==> config.mk <==
export PLATFORM = sky130hd
export DESIGN_NAME = rtp_header_parser
export DESIGN_NICKNAME = d
export VERILOG_FILES = /design/src/rtl/rhp_pkg.sv /design/src/rtl/rhp_queue.sv /design/src/rtl/rhp_front.sv /design/src/rtl/rhp_back.sv /design/src/rtl/rtp_header_parser.sv
export SDC_FILE = /design/constraint.sdc
export NUM_CORES = 1
export LEC_CHECK = 0
export BUFFER_PORTS_ARGS = -buffer_cell sky130_fd_sc_hd__buf_2
export CELL_PAD_IN_SITES_DETAIL_PLACEMENT = 1
export CELL_PAD_IN_SITES_GLOBAL_PLACEMENT = 1
export CORE_ASPECT_RATIO = 0.6
export CORE_MARGIN = 1.5
export CORE_UTILIZATION = 30
export DETAILED_ROUTE_END_ITERATION = 7
export GPL_TIMING_DRIVEN = 0
export PLACE_DENSITY_LB_ADDON = 0.1
export SYNTH_ARGS = -nofsm -noshare
export SYNTH_HDL_FRONTEND = slang
export SYNTH_SLANG_ARGS = --single-unit
==> constraint.sdc <==
create_clock -name clock -period 18.5 [get_ports clock]
set_input_delay 0.925 -clock clock [delete_from_list [all_inputs] [get_ports clock]]
set_output_delay 0.925 -clock clock [all_outputs]
set_load 0.01 [all_outputs]
==> src/rtl/rhp_pkg.sv <==
// RTP header parser: shared types and constants.
// No dependencies; used by the front end, back end and top level of the parser.
package rhp_pkg;

   localparam logic [1:0] STATUS_OK   = 2'd0;
   localparam logic [1:0] STATUS_RTCP = 2'd1;
   localparam logic [1:0] STATUS_ERR  = 2'd2;

   localparam logic [1:0] VERSION_RTP  = 2'd2;
   localparam logic [1:0] VERSION_ZERO = 2'd0;

   localparam logic [6:0] RTCP_PT_LOW  = 7'd72;
   localparam logic [6:0] RTCP_PT_HIGH = 7'd76;

   localparam int FIXED_HEADER = 12;
   localparam int EXT_HEADER   = 4;
   localparam int LEN_W        = 16;
   localparam int OFFSET_W     = 19;
   localparam int SIZE_W       = 13;

   typedef struct packed {
      logic [7:0] data_byte;
      logic       last_byte;
   } req_type;

   typedef struct packed {
      logic [1:0]          status;
      logic [1:0]          hdr_version;
      logic                marker_bit;
      logic [6:0]          payload_type;
      logic [15:0]         sequence_number;
      logic [31:0]         rtp_timestamp;
      logic [31:0]         source_id;
      logic [OFFSET_W-1:0] payload_offset;
      logic [SIZE_W-1:0]   payload_size;
   } rsp_type;

   // Per-packet summary handed from the byte collector to the verdict logic.
   typedef struct packed {
      logic [7:0]       first_byte;
      logic [7:0]       second_byte;
      logic [15:0]      seq;
      logic [31:0]      ts;
      logic [31:0]      ssrc;
      logic [15:0]      ext_words;
      logic             ext_seen;
      logic [7:0]       prev_byte;
      logic [LEN_W-1:0] len;
      logic             len_err;
   } pkt_type;

endpackage

==> src/rtl/rhp_queue.sv <==
// RTP header parser: small register queue with combinational head.
// Depends on nothing; carries packet summaries and results.
module rhp_queue #(
   parameter int WIDTH = 8,
   parameter int DEPTH = 2
) (
   input  logic             clock,
   input  logic             reset,
   input  logic             push,
   input  logic [WIDTH-1:0] push_data,
   input  logic             pop,
   output logic             full,
   output logic             empty,
   output logic [WIDTH-1:0] head
);

   localparam int PTR_W = (DEPTH > 1) ? $clog2(DEPTH) : 1;
   localparam int CNT_W = $clog2(DEPTH + 1);

   logic [WIDTH-1:0] mem_ff [DEPTH];
   logic [PTR_W-1:0] wr_ptr_ff, wr_ptr_in;
   logic [PTR_W-1:0] rd_ptr_ff, rd_ptr_in;
   logic [CNT_W-1:0] count_ff, count_in;
   logic             do_push, do_pop;

   assign full    = (count_ff == CNT_W'(DEPTH));
   assign empty   = (count_ff == '0);
   assign do_push = push && !full;
   assign do_pop  = pop && !empty;
   assign head    = mem_ff[rd_ptr_ff];

   always_comb begin
      wr_ptr_in = wr_ptr_ff;
      rd_ptr_in = rd_ptr_ff;
      count_in  = count_ff;
      if (do_push) begin
         wr_ptr_in = (wr_ptr_ff == PTR_W'(DEPTH - 1)) ? '0 : wr_ptr_ff + 1'b1;
      end
      if (do_pop) begin
         rd_ptr_in = (rd_ptr_ff == PTR_W'(DEPTH - 1)) ? '0 : rd_ptr_ff + 1'b1;
      end
      if (do_push && !do_pop) begin
         count_in = count_ff + 1'b1;
      end else if (do_pop && !do_push) begin
         count_in = count_ff - 1'b1;
      end
   end

   always_ff @(posedge clock) begin
      if (reset) begin
         wr_ptr_ff <= '0;
         rd_ptr_ff <= '0;
         count_ff  <= '0;
      end else begin
         wr_ptr_ff <= wr_ptr_in;
         rd_ptr_ff <= rd_ptr_in;
         count_ff  <= count_in;
      end
   end

   always_ff @(posedge clock) begin
      if (do_push) begin
         mem_ff[wr_ptr_ff] <= push_data;
      end
   end

   assert property (@(posedge clock) disable iff (reset) count_ff <= CNT_W'(DEPTH))
      else $error("queue count beyond depth");

endmodule

==> src/rtl/rhp_front.sv <==
// RTP header parser front end: collects header bytes of one packet and,
// on the final byte, emits a packet summary. Depends on rhp_pkg.
module rhp_front #(
   parameter int MAX_PACKET_BYTES = 4096
) (
   input  logic             clock,
   input  logic             reset,
   input  logic             byte_valid,
   input  rhp_pkg::req_type byte_data,
   output logic             rec_push,
   output rhp_pkg::pkt_type rec_data
);

   localparam int CNT_W  = $clog2(MAX_PACKET_BYTES + 2);
   localparam int IDX_W  = (CNT_W > 7) ? CNT_W : 7;
   localparam int WIDE_W = (CNT_W > rhp_pkg::LEN_W) ? CNT_W : rhp_pkg::LEN_W;

   logic [CNT_W-1:0] count_ff, count_in, count_upd;
   logic             too_long_ff, too_long_in, too_long_upd;
   logic [7:0]       first_ff, first_in;
   logic [7:0]       second_ff, second_in;
   logic [15:0]      seq_ff, seq_in;
   logic [31:0]      ts_ff, ts_in;
   logic [31:0]      ssrc_ff, ssrc_in;
   logic [15:0]      ext_words_ff, ext_words_in;
   logic             ext_seen_ff, ext_seen_in;
   logic [7:0]       prev_ff, prev_in;
   logic [IDX_W-1:0] idx, ext_at;
   logic [WIDE_W-1:0] len_wide;
   logic [7:0]       b;

   assign b         = byte_data.data_byte;
   assign idx       = IDX_W'(count_ff);
   assign ext_at    = IDX_W'(rhp_pkg::FIXED_HEADER) + IDX_W'({first_ff[3:0], 2'b00});
   assign count_upd = (count_ff <= CNT_W'(MAX_PACKET_BYTES)) ? count_ff + 1'b1 : count_ff;
   assign too_long_upd = too_long_ff || (count_upd > CNT_W'(MAX_PACKET_BYTES));
   assign len_wide  = WIDE_W'(count_upd);

   always_comb begin
      count_in     = count_ff;
      too_long_in  = too_long_ff;
      first_in     = first_ff;
      second_in    = second_ff;
      seq_in       = seq_ff;
      ts_in        = ts_ff;
      ssrc_in      = ssrc_ff;
      ext_words_in = ext_words_ff;
      ext_seen_in  = ext_seen_ff;
      prev_in      = prev_ff;
      rec_push     = 1'b0;
      if (byte_valid) begin
         priority if (idx == IDX_W'(0)) begin
            first_in = b;
         end else if (idx == IDX_W'(1)) begin
            second_in = b;
         end else if (idx < IDX_W'(4)) begin
            seq_in = {seq_ff[7:0], b};
         end else if (idx < IDX_W'(8)) begin
            ts_in = {ts_ff[23:0], b};
         end else if (idx < IDX_W'(rhp_pkg::FIXED_HEADER)) begin
            ssrc_in = {ssrc_ff[23:0], b};
         end else if (idx == ext_at + IDX_W'(2)) begin
            ext_words_in = {ext_words_ff[7:0], b};
         end else if (idx == ext_at + IDX_W'(3)) begin
            ext_words_in = {ext_words_ff[7:0], b};
            ext_seen_in  = 1'b1;
         end else begin
         end
         prev_in     = b;
         count_in    = count_upd;
         too_long_in = too_long_upd;
         if (byte_data.last_byte) begin
            rec_push    = 1'b1;
            count_in    = '0;
            too_long_in = 1'b0;
            ext_seen_in = 1'b0;
         end
      end
   end

   always_comb begin
      rec_data.first_byte  = first_in;
      rec_data.second_byte = second_in;
      rec_data.seq         = seq_in;
      rec_data.ts          = ts_in;
      rec_data.ssrc        = ssrc_in;
      rec_data.ext_words   = ext_words_in;
      rec_data.ext_seen    = ext_seen_ff || (byte_valid && idx == ext_at + IDX_W'(3)
                             && idx >= IDX_W'(rhp_pkg::FIXED_HEADER));
      rec_data.prev_byte   = b;
      rec_data.len         = len_wide[rhp_pkg::LEN_W-1:0];
      rec_data.len_err     = too_long_upd || (count_upd < CNT_W'(rhp_pkg::FIXED_HEADER));
   end

   always_ff @(posedge clock) begin
      if (reset) begin
         count_ff    <= '0;
         too_long_ff <= 1'b0;
         ext_seen_ff <= 1'b0;
      end else begin
         count_ff    <= count_in;
         too_long_ff <= too_long_in;
         ext_seen_ff <= ext_seen_in;
      end
   end

   always_ff @(posedge clock) begin
      first_ff     <= first_in;
      second_ff    <= second_in;
      seq_ff       <= seq_in;
      ts_ff        <= ts_in;
      ssrc_ff      <= ssrc_in;
      ext_words_ff <= ext_words_in;
      prev_ff      <= prev_in;
   end

   assert property (@(posedge clock) disable iff (reset)
      count_ff <= CNT_W'(MAX_PACKET_BYTES + 1))
      else $error("byte count beyond saturation");

   assert property (@(posedge clock) disable iff (reset)
      (byte_valid && byte_data.last_byte) |=> (count_ff == '0 && !too_long_ff))
      else $error("packet state not cleared after final byte");

endmodule

==> src/rtl/rhp_back.sv <==
// RTP header parser back end: turns packet summaries into verdicts in two
// stages (header length, then size and padding). Depends on rhp_pkg.
module rhp_back (
   input  logic             clock,
   input  logic             reset,
   input  logic             allow_version_zero,
   input  logic             rec_empty,
   input  rhp_pkg::pkt_type rec_head,
   output logic             rec_pop,
   input  logic             res_full,
   output logic             res_push,
   output rhp_pkg::rsp_type res_data
);

   localparam int OW = rhp_pkg::OFFSET_W;

   rhp_pkg::pkt_type  sa_rec_ff;
   logic [OW-1:0]     sa_offset_ff, offset_in;
   logic [1:0]        sa_status_ff, status_in;
   logic              sa_valid_ff, sa_valid_in;
   logic              sa_load;
   logic [1:0]        ver;
   logic [6:0]        pt;
   logic              ver_ok, is_rtcp;
   logic              over, pad_bad;
   logic [15:0]       dsize, dsize_pad, prev_wide;

   assign ver     = rec_head.first_byte[7:6];
   assign pt      = rec_head.second_byte[6:0];
   assign ver_ok  = (ver == rhp_pkg::VERSION_RTP)
                    || (ver == rhp_pkg::VERSION_ZERO && allow_version_zero);
   assign is_rtcp = (pt >= rhp_pkg::RTCP_PT_LOW) && (pt <= rhp_pkg::RTCP_PT_HIGH);

   always_comb begin
      offset_in = OW'(rhp_pkg::FIXED_HEADER) + OW'({rec_head.first_byte[3:0], 2'b00});
      if (rec_head.first_byte[4] && rec_head.ext_seen) begin
         offset_in = offset_in + OW'(rhp_pkg::EXT_HEADER) + OW'({rec_head.ext_words, 2'b00});
      end
      priority if (rec_head.len_err || !ver_ok) begin
         status_in = rhp_pkg::STATUS_ERR;
      end else if (is_rtcp) begin
         status_in = rhp_pkg::STATUS_RTCP;
      end else begin
         status_in = rhp_pkg::STATUS_OK;
      end
   end

   assign res_push    = sa_valid_ff && !res_full;
   assign sa_load     = !sa_valid_ff || res_push;
   assign rec_pop     = !rec_empty && sa_load;
   assign sa_valid_in = rec_pop || (sa_valid_ff && !res_push);

   always_ff @(posedge clock) begin
      if (reset) begin
         sa_valid_ff <= 1'b0;
      end else begin
         sa_valid_ff <= sa_valid_in;
      end
   end

   always_ff @(posedge clock) begin
      if (rec_pop) begin
         sa_rec_ff    <= rec_head;
         sa_offset_ff <= offset_in;
         sa_status_ff <= status_in;
      end
   end

   assign over      = sa_offset_ff > OW'(sa_rec_ff.len);
   assign dsize     = sa_rec_ff.len - sa_offset_ff[15:0];
   assign prev_wide = 16'(sa_rec_ff.prev_byte);
   assign pad_bad   = sa_rec_ff.first_byte[5] && (prev_wide >= dsize);
   assign dsize_pad = sa_rec_ff.first_byte[5] ? dsize - prev_wide : dsize;

   always_comb begin
      res_data        = '0;
      res_data.status = rhp_pkg::STATUS_ERR;
      unique case (sa_status_ff)
         rhp_pkg::STATUS_RTCP: begin
            res_data.status       = rhp_pkg::STATUS_RTCP;
            res_data.hdr_version  = sa_rec_ff.first_byte[7:6];
            res_data.payload_type = sa_rec_ff.second_byte[6:0];
         end
         rhp_pkg::STATUS_OK: begin
            if (!over && !pad_bad) begin
               res_data.status          = rhp_pkg::STATUS_OK;
               res_data.hdr_version     = sa_rec_ff.first_byte[7:6];
               res_data.marker_bit      = sa_rec_ff.second_byte[7];
               res_data.payload_type    = sa_rec_ff.second_byte[6:0];
               res_data.sequence_number = sa_rec_ff.seq;
               res_data.rtp_timestamp   = sa_rec_ff.ts;
               res_data.source_id       = sa_rec_ff.ssrc;
               res_data.payload_offset  = sa_offset_ff;
               res_data.payload_size    = dsize_pad[rhp_pkg::SIZE_W-1:0];
            end
         end
         default: begin
         end
      endcase
   end

   assert property (@(posedge clock) disable iff (reset) res_push |-> !res_full)
      else $error("result transfer into full queue");

   assert property (@(posedge clock) disable iff (reset)
      (res_push && res_data.status == rhp_pkg::STATUS_ERR)
      |-> (res_data.payload_offset == '0 && res_data.payload_size == '0
           && res_data.hdr_version == '0))
      else $error("error verdict carries nonzero fields");

   assert property (@(posedge clock) disable iff (reset)
      (sa_valid_ff && !res_push) |=> (sa_valid_ff && $stable(sa_offset_ff)))
      else $error("stalled verdict stage lost its contents");

endmodule

==> src/rtl/rtp_header_parser.sv <==
// RTP header parser top level: byte collector, summary queue, verdict stages
// and result queue. Depends on rhp_pkg, rhp_front, rhp_queue, rhp_back.
//
//   channel   direction  handshake          payload
//   request   in         push / full       req_data  (rhp_pkg::req_type)
//   response  out        empty / pop       rsp_data  (rhp_pkg::rsp_type)
//   csr       in         csr_write_en      csr_write_data (allow_version_zero)
//
// One byte is taken per cycle; full rises only when the summary queue holds
// two packets the verdict stages cannot drain.
// After its final byte transfer, a packet passes through the summary queue, then the
// length/offset stage, then the result queue, where its verdict appears.
// Reset is synchronous and clears the queues and packet state;
// allow_version_zero resets to 1.
module rtp_header_parser #(
   parameter int MAX_PACKET_BYTES = 4096
) (
   input  logic             clock,
   input  logic             reset,
   input  logic             push,
   output logic             full,
   input  rhp_pkg::req_type req_data,
   output logic             empty,
   input  logic             pop,
   output rhp_pkg::rsp_type rsp_data,
   input  logic             csr_write_en,
   input  logic             csr_write_data
);

   localparam int PKT_W = $bits(rhp_pkg::pkt_type);
   localparam int RSP_W = $bits(rhp_pkg::rsp_type);

   logic             allow_v0_ff, allow_v0_in;
   logic             byte_valid;
   logic             rec_push, rec_pop, rec_full, rec_empty;
   rhp_pkg::pkt_type rec_in, rec_head;
   logic [PKT_W-1:0] rec_in_bits, rec_head_bits;
   logic             res_push, res_full;
   rhp_pkg::rsp_type res_data;
   logic [RSP_W-1:0] res_bits, rsp_bits;

   assign allow_v0_in = csr_write_en ? csr_write_data : allow_v0_ff;

   always_ff @(posedge clock) begin
      if (reset) begin
         allow_v0_ff <= 1'b1;
      end else begin
         allow_v0_ff <= allow_v0_in;
      end
   end

   assign full       = rec_full;
   assign byte_valid = push && !rec_full;

   rhp_front #(
      .MAX_PACKET_BYTES(MAX_PACKET_BYTES)
   ) u_front (
      .clock     (clock),
      .reset     (reset),
      .byte_valid(byte_valid),
      .byte_data (req_data),
      .rec_push  (rec_push),
      .rec_data  (rec_in)
   );

   assign rec_in_bits = rec_in;
   assign rec_head    = rhp_pkg::pkt_type'(rec_head_bits);

   rhp_queue #(
      .WIDTH(PKT_W),
      .DEPTH(2)
   ) u_rec_queue (
      .clock    (clock),
      .reset    (reset),
      .push     (rec_push),
      .push_data(rec_in_bits),
      .pop      (rec_pop),
      .full     (rec_full),
      .empty    (rec_empty),
      .head     (rec_head_bits)
   );

   rhp_back u_back (
      .clock             (clock),
      .reset             (reset),
      .allow_version_zero(allow_v0_ff),
      .rec_empty         (rec_empty),
      .rec_head          (rec_head),
      .rec_pop           (rec_pop),
      .res_full          (res_full),
      .res_push          (res_push),
      .res_data          (res_data)
   );

   assign res_bits = res_data;
   assign rsp_data = rhp_pkg::rsp_type'(rsp_bits);

   rhp_queue #(
      .WIDTH(RSP_W),
      .DEPTH(2)
   ) u_rsp_queue (
      .clock    (clock),
      .reset    (reset),
      .push     (res_push),
      .push_data(res_bits),
      .pop      (pop),
      .full     (res_full),
      .empty    (empty),
      .head     (rsp_bits)
   );

endmodule
== Word-level counts from Yosys, hierarchy flattened ==
Memories as Yosys holds them, arrays and structs flattened. A register that Yosys moved wholly into a read port is not among the register bits.
Cells that the tools add are included.
Word-level totals
  bits in registers: 278
  RAM bits: 518
  memories kept: 2
Operators by class
  add/sub/neg operators: 17
  magnitude comparators: 11
  equality and inequality tests: 13
  mux-type cells: 65
  reduce and logical (&&, ||, !) cells: 48
Memory list
  u_rec_queue.mem_ff: words 2, width 135, read ports 1, clocked after memory_dff 1, write ports 1, line rhp_queue.sv:20  | logic [WIDTH-1:0] mem_ff [DEPTH];
  u_rsp_queue.mem_ff: words 2, width 124, read ports 1, clocked after memory_dff 1, write ports 1, line rhp_queue.sv:20
Operators with widths (count)
  32-bit two-way mux: 11
  16-bit two-way mux: 12
  124-bit two-way mux: 1
  112-bit two-way mux: 1
  8-bit two-way mux: 5
  13-bit by 4-bit less-than comparator with 1-bit output, second input constant: 3
  13-bit two-way mux: 3
  13-bit by 2-bit adder with 13-bit output, second input constant: 2
  13-bit == test: 2
  1-bit two-way mux: 25
  19-bit by 18-bit adder with 19-bit output: 1
  19-bit by 3-bit adder with 19-bit output, second input constant: 1
  19-bit by 16-bit greater-than comparator with 1-bit output: 1
  1-bit logical AND: 19
  19-bit two-way mux: 1
  8-bit by 16-bit greater-or-equal comparator with 1-bit output: 1
  16-bit subtractor: 1
  4-bit by 6-bit adder with 7-bit output, first input constant: 2
  7-bit case mux with 2 select lines: 1
  13-bit by 1-bit adder with 13-bit output, second input constant: 1
  13-bit by 1-bit == test with 1-bit output, second input constant: 1
  13-bit by 4-bit greater-or-equal comparator with 1-bit output, second input constant: 1
  13-bit greater-than comparator, second input constant: 1
  13-bit <= comparator, second input constant: 1
  other kinds (18): 56

== Depth between registers and ports, before layout ==
Gate-level depths: netlist of the first run.
  depth after elaboration: 11
  gate-level depth with buffers: 17

== Hierarchy ==
A second synthesis of the first run with hierarchy kept.
Second synthesis, totals
  cell total of the unflattened synthesis: 1928
  area total of the unflattened synthesis: 32110.8 µm²
Modules (own cells, without submodules)
  rhp_queue (u_rec_queue): times used 1, cells each 454, area an instance 10174.8 µm², sequential area each 8388.0 µm²
  rhp_queue (u_rsp_queue): times used 1, cells each 411, area an instance 9406.5 µm², sequential area each 7547.2 µm²
  rhp_back: times used 1, cells each 635, area an instance 7463.4 µm², sequential area each 4043.9 µm²
  rhp_front: times used 1, cells each 424, area an instance 5024.8 µm², sequential area each 2542.4 µm²
  rtp_header_parser: times used 1, cells each 4, area an instance 41.3 µm², sequential area each 20.0 µm²

== Worst setup path before layout of the first run ==
OpenSTA, ideal clock, no wires.
  kind: input port to flip-flop
  start: input req_data[0] (netlist name)
  end: memory u_rec_queue.mem_ff[0][0] (netlist name), enable pin
  setup time: 631 ps
  arrival: 6925 ps
  data required time: 17869 ps
  setup slack: 10943 ps
  cell stages on the path: 3
  buffers on the path: 1
  cells stage by stage: clkbuf_1 nand2_1 nor2_1
Between the ends
  word-level cells in the longest chain between the ends: 5
Ends and longest elaborated chain
  from (decl): line rtp_header_parser.sv:22  | input rhp_pkg::req_type req_data,
  1-bit two-way mux: line rhp_front.sv:72  | if (byte_data.last_byte) begin
  1-bit two-way mux: line rhp_front.sv:51  | if (byte_valid) begin
  1-bit logical AND: line rhp_queue.sv:28  | assign do_push = push && !full;
  1-bit two-way mux: line rhp_queue.sv:62  | if (do_push) begin
  1-bit two-way mux (implied by the code): line rhp_queue.sv:63  | mem_ff[wr_ptr_ff] <= push_data;
  to (decl): line rhp_queue.sv:20
No other way between the ends.

==> results.py, run 1 <==
metrics = {
    "synth": {
        "synthArstFlopShare_pct": 0,
        "netlist-cell-type-count": 75,
        "synth_edf_count": 645,
        "synthesis.area_um2": 30900,
        "ys.warnings.count": 0,
        "synth_seq_area_share_pct": 71.7,
        "synth.avg_cell_area_um2": 16.4,
        "synth_top_flop_cell": "edfxtp_1",
        "netlist_instances": 1879,
        "ys_ff_latch": 784,
    },
    "sta": {
        "setup_viol": 0,
        "slew_headroom_pct": 19.6,
        "slew_viol_final": 0,
        "setup_tns_ps": 0,
        "finalHoldViolations": 0,
        "fmax_mhz": 152,
        "layout_min_cycle_time_ps": 6580,
        "finClkSkew_ps": 23.8,
        "fin_crit_sh_pct": 35.6,
        "rsz0062_at_grt": "false",
        "worst_pin_slew_ps": 1200,
    },
    "worst_setup_path": {
        "ff2ff_setup_slack_ps": 11920,
        "crit_type": "reg -> reg",
        "required_ps": 18870,
        "critPathBufInv": 5,
        "critPathTopFamily": "buffers and inverters",
        "slowest_stage": "buf_1",
        "max_stage_delay_ps": 750,
        "end_kind": "flop",
        "crit_chain": "clkbuf_1 -> buf_1 -> buf_1 -> clkbuf_1 -> buf_1 -> mux2_2 -> ha_1 -> ha_1 -> fa_1 -> a21o_1 -> a21oi_1 -> nor2b_1 -> o21bai_1 -> nand2b_1 -> xnor2_1 -> nor2_1",
        "arrival_ps": 6950,
        "path_max_fanout": 10,
        "cpMostUsedCell": "buf_1",
        "crit_path_start_kind": "flop",
    },
    "power_and_ir_drop": {
        "ir_worst_vdd_v": 0.0000631,
        "intPower_mw": 3.86,
        "switchingPower_mw": 1.78,
        "swShare_pct": 31.5,
        "leakage_nw": 12.8,
        "power_frac_clock_pct": 27.8,
        "power_density_nw_per_um2": 156,
        "power_frac_seq_pct": 42.8,
        "p_comb_share_pct": 29.5,
    },
    "floorplanning": {
        "start_util_pct": 30.5,
        "dieArea_um2": 105000,
        "die_w_um": 417,
        "core_um2": 101000,
        "io_pins": 141,
        "die_h_um": 252,
        "fp-row-count": 90,
    },
    "grt": {
        "grt_max_degree": 82,
        "grtUsageTotal_pct": 14.2,
        "grt_pass1_vias": 17100,
        "grt_pass1_wl_mm": 111,
        "grt.overflow.total": 0,
        "grt_antenna_before_repair": 8,
    },
    "clock_tree": {
        "cts_tree": "yes",
        "cts.sinks": 784,
        "cts_root_buffer": "clkbuf_16",
        "numCtsBuffers": 80,
        "clock_path_buffers": 3,
        "htree_levels": 3,
        "cts_resized": 0,
        "worstSkewPairLatency_ps": 650,
        "holdBufCountCts": 0,
        "cts_setup_buffers": 0,
        "clkTransAtPathRegs_ps": 60,
    },
    "detailed_routing": {
        "ant_nets": 0,
        "num_vias": 16200,
        "met3WireLength_mm": 3.01,
        "first_iter_violations": 861,
        "wl_met2_mm": 32.4,
        "dr.pass1.iters": 5,
        "wl_met1_mm": 37.4,
        "wirelength_mm": 74.3,
        "drcViolationCount": 0,
        "vias_per_cell": 4.58,
        "top_layer": "met4",
        "wl_per_cell_um": 21.1,
    },
    "place": {
        "gp_congestion": 0.770,
        "dp_hpwl_mm": 51.2,
        "placed_area_um2": 33600,
        "port_buffers": 137,
    },
    "cells_and_area": {
        "final_nets": 2199,
        "final_common_cell": "edfxtp_1",
        "drive_gt1_share_pct": 28.9,
        "final_area_um2": 36200,
        "final_cell_mix": "edfxtp_1 (645), mux2_2 (343), buf_2 (144)",
        "syn2layout_area_growth_pct": 17.1,
    },
    "worst_hold_path": {
        "hold_class": "reg -> reg",
    },
    "flow_run": {
        "cap_violations": 0,
    },
    "outcome": {
        "outcome": "complete, no violations",
    },
}
[Yosys cell counts, types with 11 or more instances]
cell type	number	share of area [%]
edfxtp_1	645	63
or3_1	11	0.22
ha_1	56	2.3
o21a_1	11	0.27
xnor2_1	23	0.65
inv_1	68	0.83
mux2i_1	15	0.49
nand2_1	43	0.52
nor3_1	30	0.49
xor2_1	29	0.82
a21oi_1	29	0.47
a22oi_1	13	0.32
o21ai_0	29	0.47
nor2_1	64	0.78
dfxtp_1	139	9.0
buf_1	12	0.15
mux2_2	343	13
clkbuf_1	54	0.66
and2_1	92	1.9
nor2b_1	13	0.26
[worst paths after layout]
| path | to | cells after the start | from |
|---|---|---|---|
| worst max-delay path | u_back.sa_offset_ff[13] | 16 | flop |
| worst max register to register | u_back.sa_offset_ff[13] | 16 | flop |
| worst min register to register | u_front.ext_seen_ff | 1 | u_front.ext_seen_ff |
| worst min-delay path | u_front.ext_seen_ff | 1 | u_front.ext_seen_ff |
[registers in the layout, summed over array words and instances, names as in the netlist, 8 cells and up, named ones only]
register / flops
u_rec_queue.mem_ff: 270
u_rsp_queue.mem_ff: 244
u_front.count_ff: 13
u_front.ts_ff: 32
u_back.sa_offset_ff: 17
u_front.ssrc_ff: 32
u_front.second_ff: 8
u_front.seq_ff: 16
u_back.prev_wide: 8
u_front.ext_words_ff: 16
u_back.sa_rec_ff: 104
u_front.first_ff: 8
[cells by family (layout without fill, tap and decap cells)]
group                      after synthesis  after routing  share of synthesized area [%]
AOI/OAI and AO/OA                      153            153                           3.53
xor gates and xnor gates                52             52                           1.47
adders and majority gates               58             58                           2.40
buffers and inverters                  146            444                           1.86
DFF                                    784            784                           71.7
muxes                                  368            368                           13.4
other                                    1             19                         0.0121
and+or+nand+nor                        317            317                           5.62
[power groups by stage]
stage          registers (mW)  logic (mW)  clock network (mW)
6_report                 2.41        1.66                1.56
5_1_grt                  2.44        1.84                1.68
4_1_cts                  2.41        1.71                1.62
3_5_place_dp             2.45        1.69                   0
3_3_place_gp             2.53        1.62                   0
2_1_floorplan            2.44        1.11                   0
[layer usage]
layer	track usage (%)	up-vias
li1	-	7568
met1	20.8	8263
met2	21.5	234
met3	3.04	114
met4	3.36	0
met5	0	-
[cell type report]
class / count / area [µm²]
tap: 1334 / 1670
timing repair buffer: 152 / 1020
clock inverter: 27 / 226
buffer: 77 / 318
antenna: 5 / 12.5
multi-input combinational: 962 / 8220
fill: 10200 / 65100
clock buffer: 119 / 2270
sequential: 784 / 22200
inverter: 69 / 264
[through the flow]
stage | cells | hold slack [ps] | setup slack, ps | utilization (%) | total power [mW]
after floorplan | 1892 | 432 | 10940 | - | 3.55
after global placement | 3363 | 456 | 5620 | 32.9 | 4.15
after detailed placement | 3378 | 458 | 11610 | 33.2 | 4.14
after CTS | 3524 | 436 | 11570 | 35.7 | 5.74
after global routing | 3524 | 447 | 11340 | 35.7 | 5.96
final | 3529 | 476 | 11920 | 35.7 | 5.64
Note: power is estimated with default switching activity, not from simulation.
==> run 2, diff against run 1 <==
Clock period 18.5 ns to 6.8 ns, I/O delays scaled along.
==> results.py, run 2 (synthesis results as in run 1) <==
metrics = {
    "floorplanning": {
        "die_h_um": 252,
        "core_um2": 101000,
        "die_w_um": 417,
        "start_util_pct": 30.5,
        "dieArea_um2": 105000,
        "fp-row-count": 90,
        "io_pins": 141,
    },
    "worst_setup_path": {
        "reg2reg_to": "u_back.sa_offset_ff[13]",
        "end_kind": "flop",
        "crit_path_start_kind": "flop",
        "required_ps": 7210,
        "path_max_fanout": 19,
        "r2r_cells": 15,
        "ff2ff_setup_slack_ps": 860,
        "crit_type": "reg -> reg",
        "arrival_ps": 6350,
    },
    "detailed_routing": {
        "num_vias": 16200,
        "ant_nets": 0,
        "vias_per_cell": 4.58,
        "drcViolationCount": 0,
        "wl_per_cell_um": 20.8,
        "dr.pass1.iters": 5,
        "first_iter_violations": 809,
        "wirelength_mm": 73.7,
    },
    "cells_and_area": {
        "top_regs": "u_rec_queue.mem_ff: 270 flops, u_rsp_queue.mem_ff: 244 flops, u_back.sa_rec_ff: 104 flops",
        "final_nets": 2201,
        "final_area_um2": 36500,
        "final_common_cell": "edfxtp_1",
        "final_cell_mix": "edfxtp_1 (645), mux2_2 (343), buf_2 (144)",
        "n_fill_cell": 10200,
        "final_util_pct": 36.0,
        "largest_reg_flops": 270,
        "drive_gt1_share_pct": 29.4,
        "largest_register": "u_rec_queue.mem_ff",
        "final_cells": 3535,
        "syn2layout_area_growth_pct": 18.1,
    },
    "power_and_ir_drop": {
        "ir_worst_vdd_v": 0.000190,
        "total_power_mw": 15.7,
        "power_density_nw_per_um2": 430,
        "leakage_nw": 12.9,
    },
    "clock_tree": {
        "cts.sinks": 784,
        "worstSkewPairLatency_ps": 670,
        "cts_tree": "yes",
        "clock_path_buffers": 3,
        "htree_levels": 3,
        "numCtsBuffers": 80,
        "cts_root_buffer": "clkbuf_16",
        "clkTransAtPathRegs_ps": 60,
    },
    "grt": {
        "grt_antenna_before_repair": 6,
        "grt_pass1_vias": 17300,
        "grtUsageTotal_pct": 14.2,
        "grt_max_degree": 73,
        "grt_pass1_wl_mm": 111,
        "grt.overflow.total": 0,
    },
    "sta": {
        "worst_pin_slew_ps": 1210,
        "fmax_mhz": 168,
        "finalHoldViolations": 0,
        "finClkSkew_ps": 26.6,
        "fin_crit_sh_pct": 87.4,
        "slew_headroom_pct": 18.3,
        "rsz0062_at_grt": "false",
        "slew_viol_final": 0,
        "layout_min_cycle_time_ps": 5940,
        "setup_viol": 0,
        "setup_tns_ps": 0,
    },
    "place": {
        "gp_congestion": 0.787,
        "placed_cells": 3378,
        "placed_area_um2": 33700,
        "dp_hpwl_mm": 51.1,
        "port_buffers": 137,
    },
    "worst_hold_path": {
        "hold_end": "u_rsp_queue.rd_ptr_ff",
        "worstHoldStart": "pop",
        "whs_path_depth": 4,
        "hold_class": "in -> reg",
    },
    "outcome": {
        "outcome": "complete, no violations",
    },
    "flow_run": {
        "cap_violations": 0,
    },
}
==> run 2: layout make-up <==
type	count	area, µm²	share of cell area, %
diodes	5	12.5	0.0343
clock buffers	117	2300	6.32
well taps	1334	1670	4.58
clock inverters	33	462	1.27
repair buffers	155	1060	2.91
plain buffers	76	322	0.882
multi-input cells	962	8220	22.6
flip-flops and latches	784	22200	60.7
inverters	69	264	0.724
==> run 2: report_power, final <==
group | switching (mW) | internal (mW)
logic | 2.75 | 1.80
registers | 0.263 | 6.28
clock network | 1.89 | 2.72
total | 4.90 | 10.8
==> run 2: worst max path at each step <==
stage	start	cells past startpoint	slack, ps	to
global route	flop	15	390	u_back.sa_offset_ff[15]
global placement	u_rsp_queue.count_ff[0]	3	-3730	u_rsp_queue.mem_ff[0][65]
finish	flop	15	860	u_back.sa_offset_ff[13]
detailed placement	flop	16	-50	u_back.sa_offset_ff[13]
CTS	flop	16	220	u_back.sa_offset_ff[13]
floorplan	u_rsp_queue.count_ff[0]	3	510	u_rsp_queue.mem_ff[0][0]
==> run 2: layer usage <==
| layer | vias to the layer above | wire length (µm) | GRT usage (%) |
|---|---|---|---|
| met5 | - | 0 | 0 |
| met4 | 0 | 1470 | 3.60 |
| met3 | 111 | 2300 | 2.79 |
| met2 | 219 | 32200 | 21.5 |
| met1 | 8286 | 37700 | 20.7 |
| li1 | 7579 | - | - |
==> run 2: worst max-delay path, stage by stage, from the launching register on <==
cell	delay (ps)
dfxtp_1	330
clkbuf_1	530
buf_1	640
clkdlybuf4s15_1	790
clkbuf_2	680
mux2_2	420
ha_1	290
ha_1	230
fa_1	410
a21o_1	200
a21oi_1	180
nor2b_1	90
o21bai_1	510
nand2b_1	200
xnor2_1	120
nor2_1	50
==> run 2: what timing repair did <==
| item | CTS | global route |
|---|---|---|
| buffers inserted | 0 | 0 |
| hold buffers | 3 | 0 |
| hold endpoints to repair | 2 | 0 |
| setup endpoints to repair | 4 | 5 |
| resized for setup | 1 | 1 |
==> run 2: metrics by stage <==
stage | worst slack (ps) | hold slack [ps]
final | 857 | 107
after global routing | 391 | 113
after CTS | 224 | 74.3
after detailed placement | -52.7 | 452
after global placement | -3730 | 449
after floorplan | 509 | 432
==> run 3, diff against run 2 <==
--- a/config.mk
+++ b/config.mk
@@ -11,3 +11,3 @@
 export CORE_ASPECT_RATIO = 0.6
-export CORE_MARGIN = 1.5
+export CORE_MARGIN = 1
 export CORE_UTILIZATION = 30
==> constraint.sdc (replaced) <==
create_clock -name clock -period 6.8 [get_ports clock]
set_input_delay 0.68 -clock clock [delete_from_list [all_inputs] [get_ports clock]]
set_output_delay 0.68 -clock clock [all_outputs]
set_load 0.01 [all_outputs]
==> results.py, run 3 (synthesis results as in run 1) <==
metrics = {
    "worst_setup_path": {
        "path_max_fanout": 19,
        "ff2ff_setup_slack_ps": 880,
        "end_kind": "flop",
        "critPathTopFamily": "buffers and inverters",
        "slowest_stage": "clkbuf_2",
        "max_stage_delay_ps": 790,
        "reg2reg_to": "u_back.sa_offset_ff[13]",
        "crit_type": "reg -> reg",
        "crit_path_start_kind": "flop",
        "critPathBufInv": 4,
        "required_ps": 7190,
        "crit_chain": "clkbuf_1 -> buf_1 -> buf_1 -> clkbuf_2 -> mux2_2 -> ha_1 -> ha_1 -> fa_1 -> a21o_1 -> a21oi_1 -> nor2b_1 -> o21bai_1 -> nand2b_1 -> xnor2_1 -> nor2_1",
        "arrival_ps": 6310,
        "r2r_cells": 15,
    },
    "detailed_routing": {
        "dr.pass1.iters": 5,
        "wl_per_cell_um": 20.8,
        "drcViolationCount": 0,
        "ant_nets": 0,
        "first_iter_violations": 988,
        "wirelength_mm": 73.4,
        "num_vias": 16100,
        "vias_per_cell": 4.58,
    },
    "worst_hold_path": {
        "whs_path_depth": 2,
        "worstHoldStart": "csr_write_data",
        "hold_class": "in -> reg",
        "hold_end": "allow_v0_ff",
    },
    "cells_and_area": {
        "largest_register": "u_rec_queue.mem_ff",
        "top_regs": "u_rec_queue.mem_ff: 270 flops, u_rsp_queue.mem_ff: 244 flops, u_back.sa_rec_ff: 104 flops",
        "n_fill_cell": 10200,
        "final_cells": 3526,
        "final_nets": 2198,
        "drive_gt1_share_pct": 29.7,
        "syn2layout_area_growth_pct": 17.8,
        "largest_reg_flops": 270,
        "final_common_cell": "edfxtp_1",
        "final_cell_mix": "edfxtp_1 (645), mux2_2 (343), buf_2 (144)",
    },
    "place": {
        "placed_cells": 3379,
        "port_buffers": 137,
        "gp_congestion": 0.755,
        "dp_hpwl_mm": 50.7,
        "dp_worst_setup_slack_ps": -49.9,
    },
    "sta": {
        "fin_ws_ps": 882,
        "slew_headroom_pct": 13.1,
        "setup_viol": 0,
        "finalHoldViolations": 0,
        "fin_crit_sh_pct": 87.0,
        "worst_pin_slew_ps": 1290,
        "finClkSkew_ps": 24.6,
        "slew_viol_final": 0,
        "layout_min_cycle_time_ps": 5920,
        "fmax_mhz": 169,
        "rsz0062_at_grt": "false",
    },
    "grt": {
        "grt.overflow.total": 0,
        "grt_antenna_before_repair": 9,
        "grtUsageTotal_pct": 14.2,
        "grt_pass1_wl_mm": 110,
        "grt_pass1_vias": 17100,
        "grt_max_degree": 76,
    },
    "floorplanning": {
        "io_pins": 141,
        "start_util_pct": 30.5,
        "die_h_um": 251,
        "dieArea_um2": 104000,
        "fp-row-count": 90,
        "die_w_um": 416,
        "core_um2": 101000,
    },
    "clock_tree": {
        "cts.sinks": 784,
        "clock_path_buffers": 3,
        "worstSkewPairLatency_ps": 660,
        "numCtsBuffers": 79,
        "cts_root_buffer": "clkbuf_16",
        "htree_levels": 3,
        "cts_tree": "yes",
        "clkTransAtPathRegs_ps": 70,
    },
    "power_and_ir_drop": {
        "power_density_nw_per_um2": 427,
        "ir_worst_vdd_v": 0.000160,
        "leakage_nw": 12.9,
    },
    "flow_run": {
        "cap_violations": 0,
    },
    "outcome": {
        "outcome": "complete, no violations",
    },
}
-- run 3: area by class of cell --
type,count,area [µm²],area share [%]
Clock buffer,119,2360,6.50
Antenna cell,1,2.50,0.00688
Multi-Input combinational cell,962,8220,22.6
Timing Repair Buffer,153,1070,2.93
Tap cell,1334,1670,4.59
Buffer,76,315,0.866
Clock inverter,28,330,0.908
Sequential cell,784,22200,60.9
Inverter,69,267,0.732
-- run 3: metal layers --
metal  GRT usage (%)  vias to the layer above  routed length (µm)
met2            21.4                      255               32100
met5               0                        -                   0
met1            20.8                     8238               37100
li1                -                     7550                   -
met3            3.10                      100                2840
met4            3.48                        0                1480
-- run 3: stage by stage --
step	utilization, %	TNS, ps	area [µm²]	power [mW]	hold slack, ps
detailed placement	33.3	-122	33700	11.3	459
finish	35.9	0	36400	15.6	220
floorplan	-	0	30900	9.66	432
global route	35.9	0	36400	16.5	199
global placement	32.9	-762770	33300	11.3	453
CTS	35.9	0	36400	15.8	163
-- run 3: power by group --
| group | leakage (nW) | switching [mW] | internal (mW) |
|---|---|---|---|
| sequential | 7.16 | 0.268 | 6.28 |
| combinational | 4.44 | 2.72 | 1.80 |
| clock | 1.33 | 1.87 | 2.62 |
| total | 12.9 | 4.85 | 10.7 |
-- run 3: worst max-delay path by stage --
stage | start | to | slack (ps) | depth (start not counted)
floorplan | u_rsp_queue.count_ff[0] | u_rsp_queue.mem_ff[0][0] | 510 | 3
global placement | u_rsp_queue.count_ff[0] | u_rsp_queue.mem_ff[0][75] | -3670 | 3
detailed placement | flop | u_back.sa_offset_ff[13] | -50 | 16
CTS | flop | u_back.sa_offset_ff[11] | 250 | 16
global route | flop | u_back.sa_offset_ff[13] | 440 | 15
finish | flop | u_back.sa_offset_ff[13] | 880 | 15
-- run 3: repair_timing --
| item | CTS | global route |
|---|---|---|
| setup endpoints to repair | 4 | 4 |
| endpoints found under the hold margin | 0 | 0 |
| hold buffers | 0 | 0 |
| gates resized for setup | 1 | 0 |
| buffers inserted | 0 | 0 |
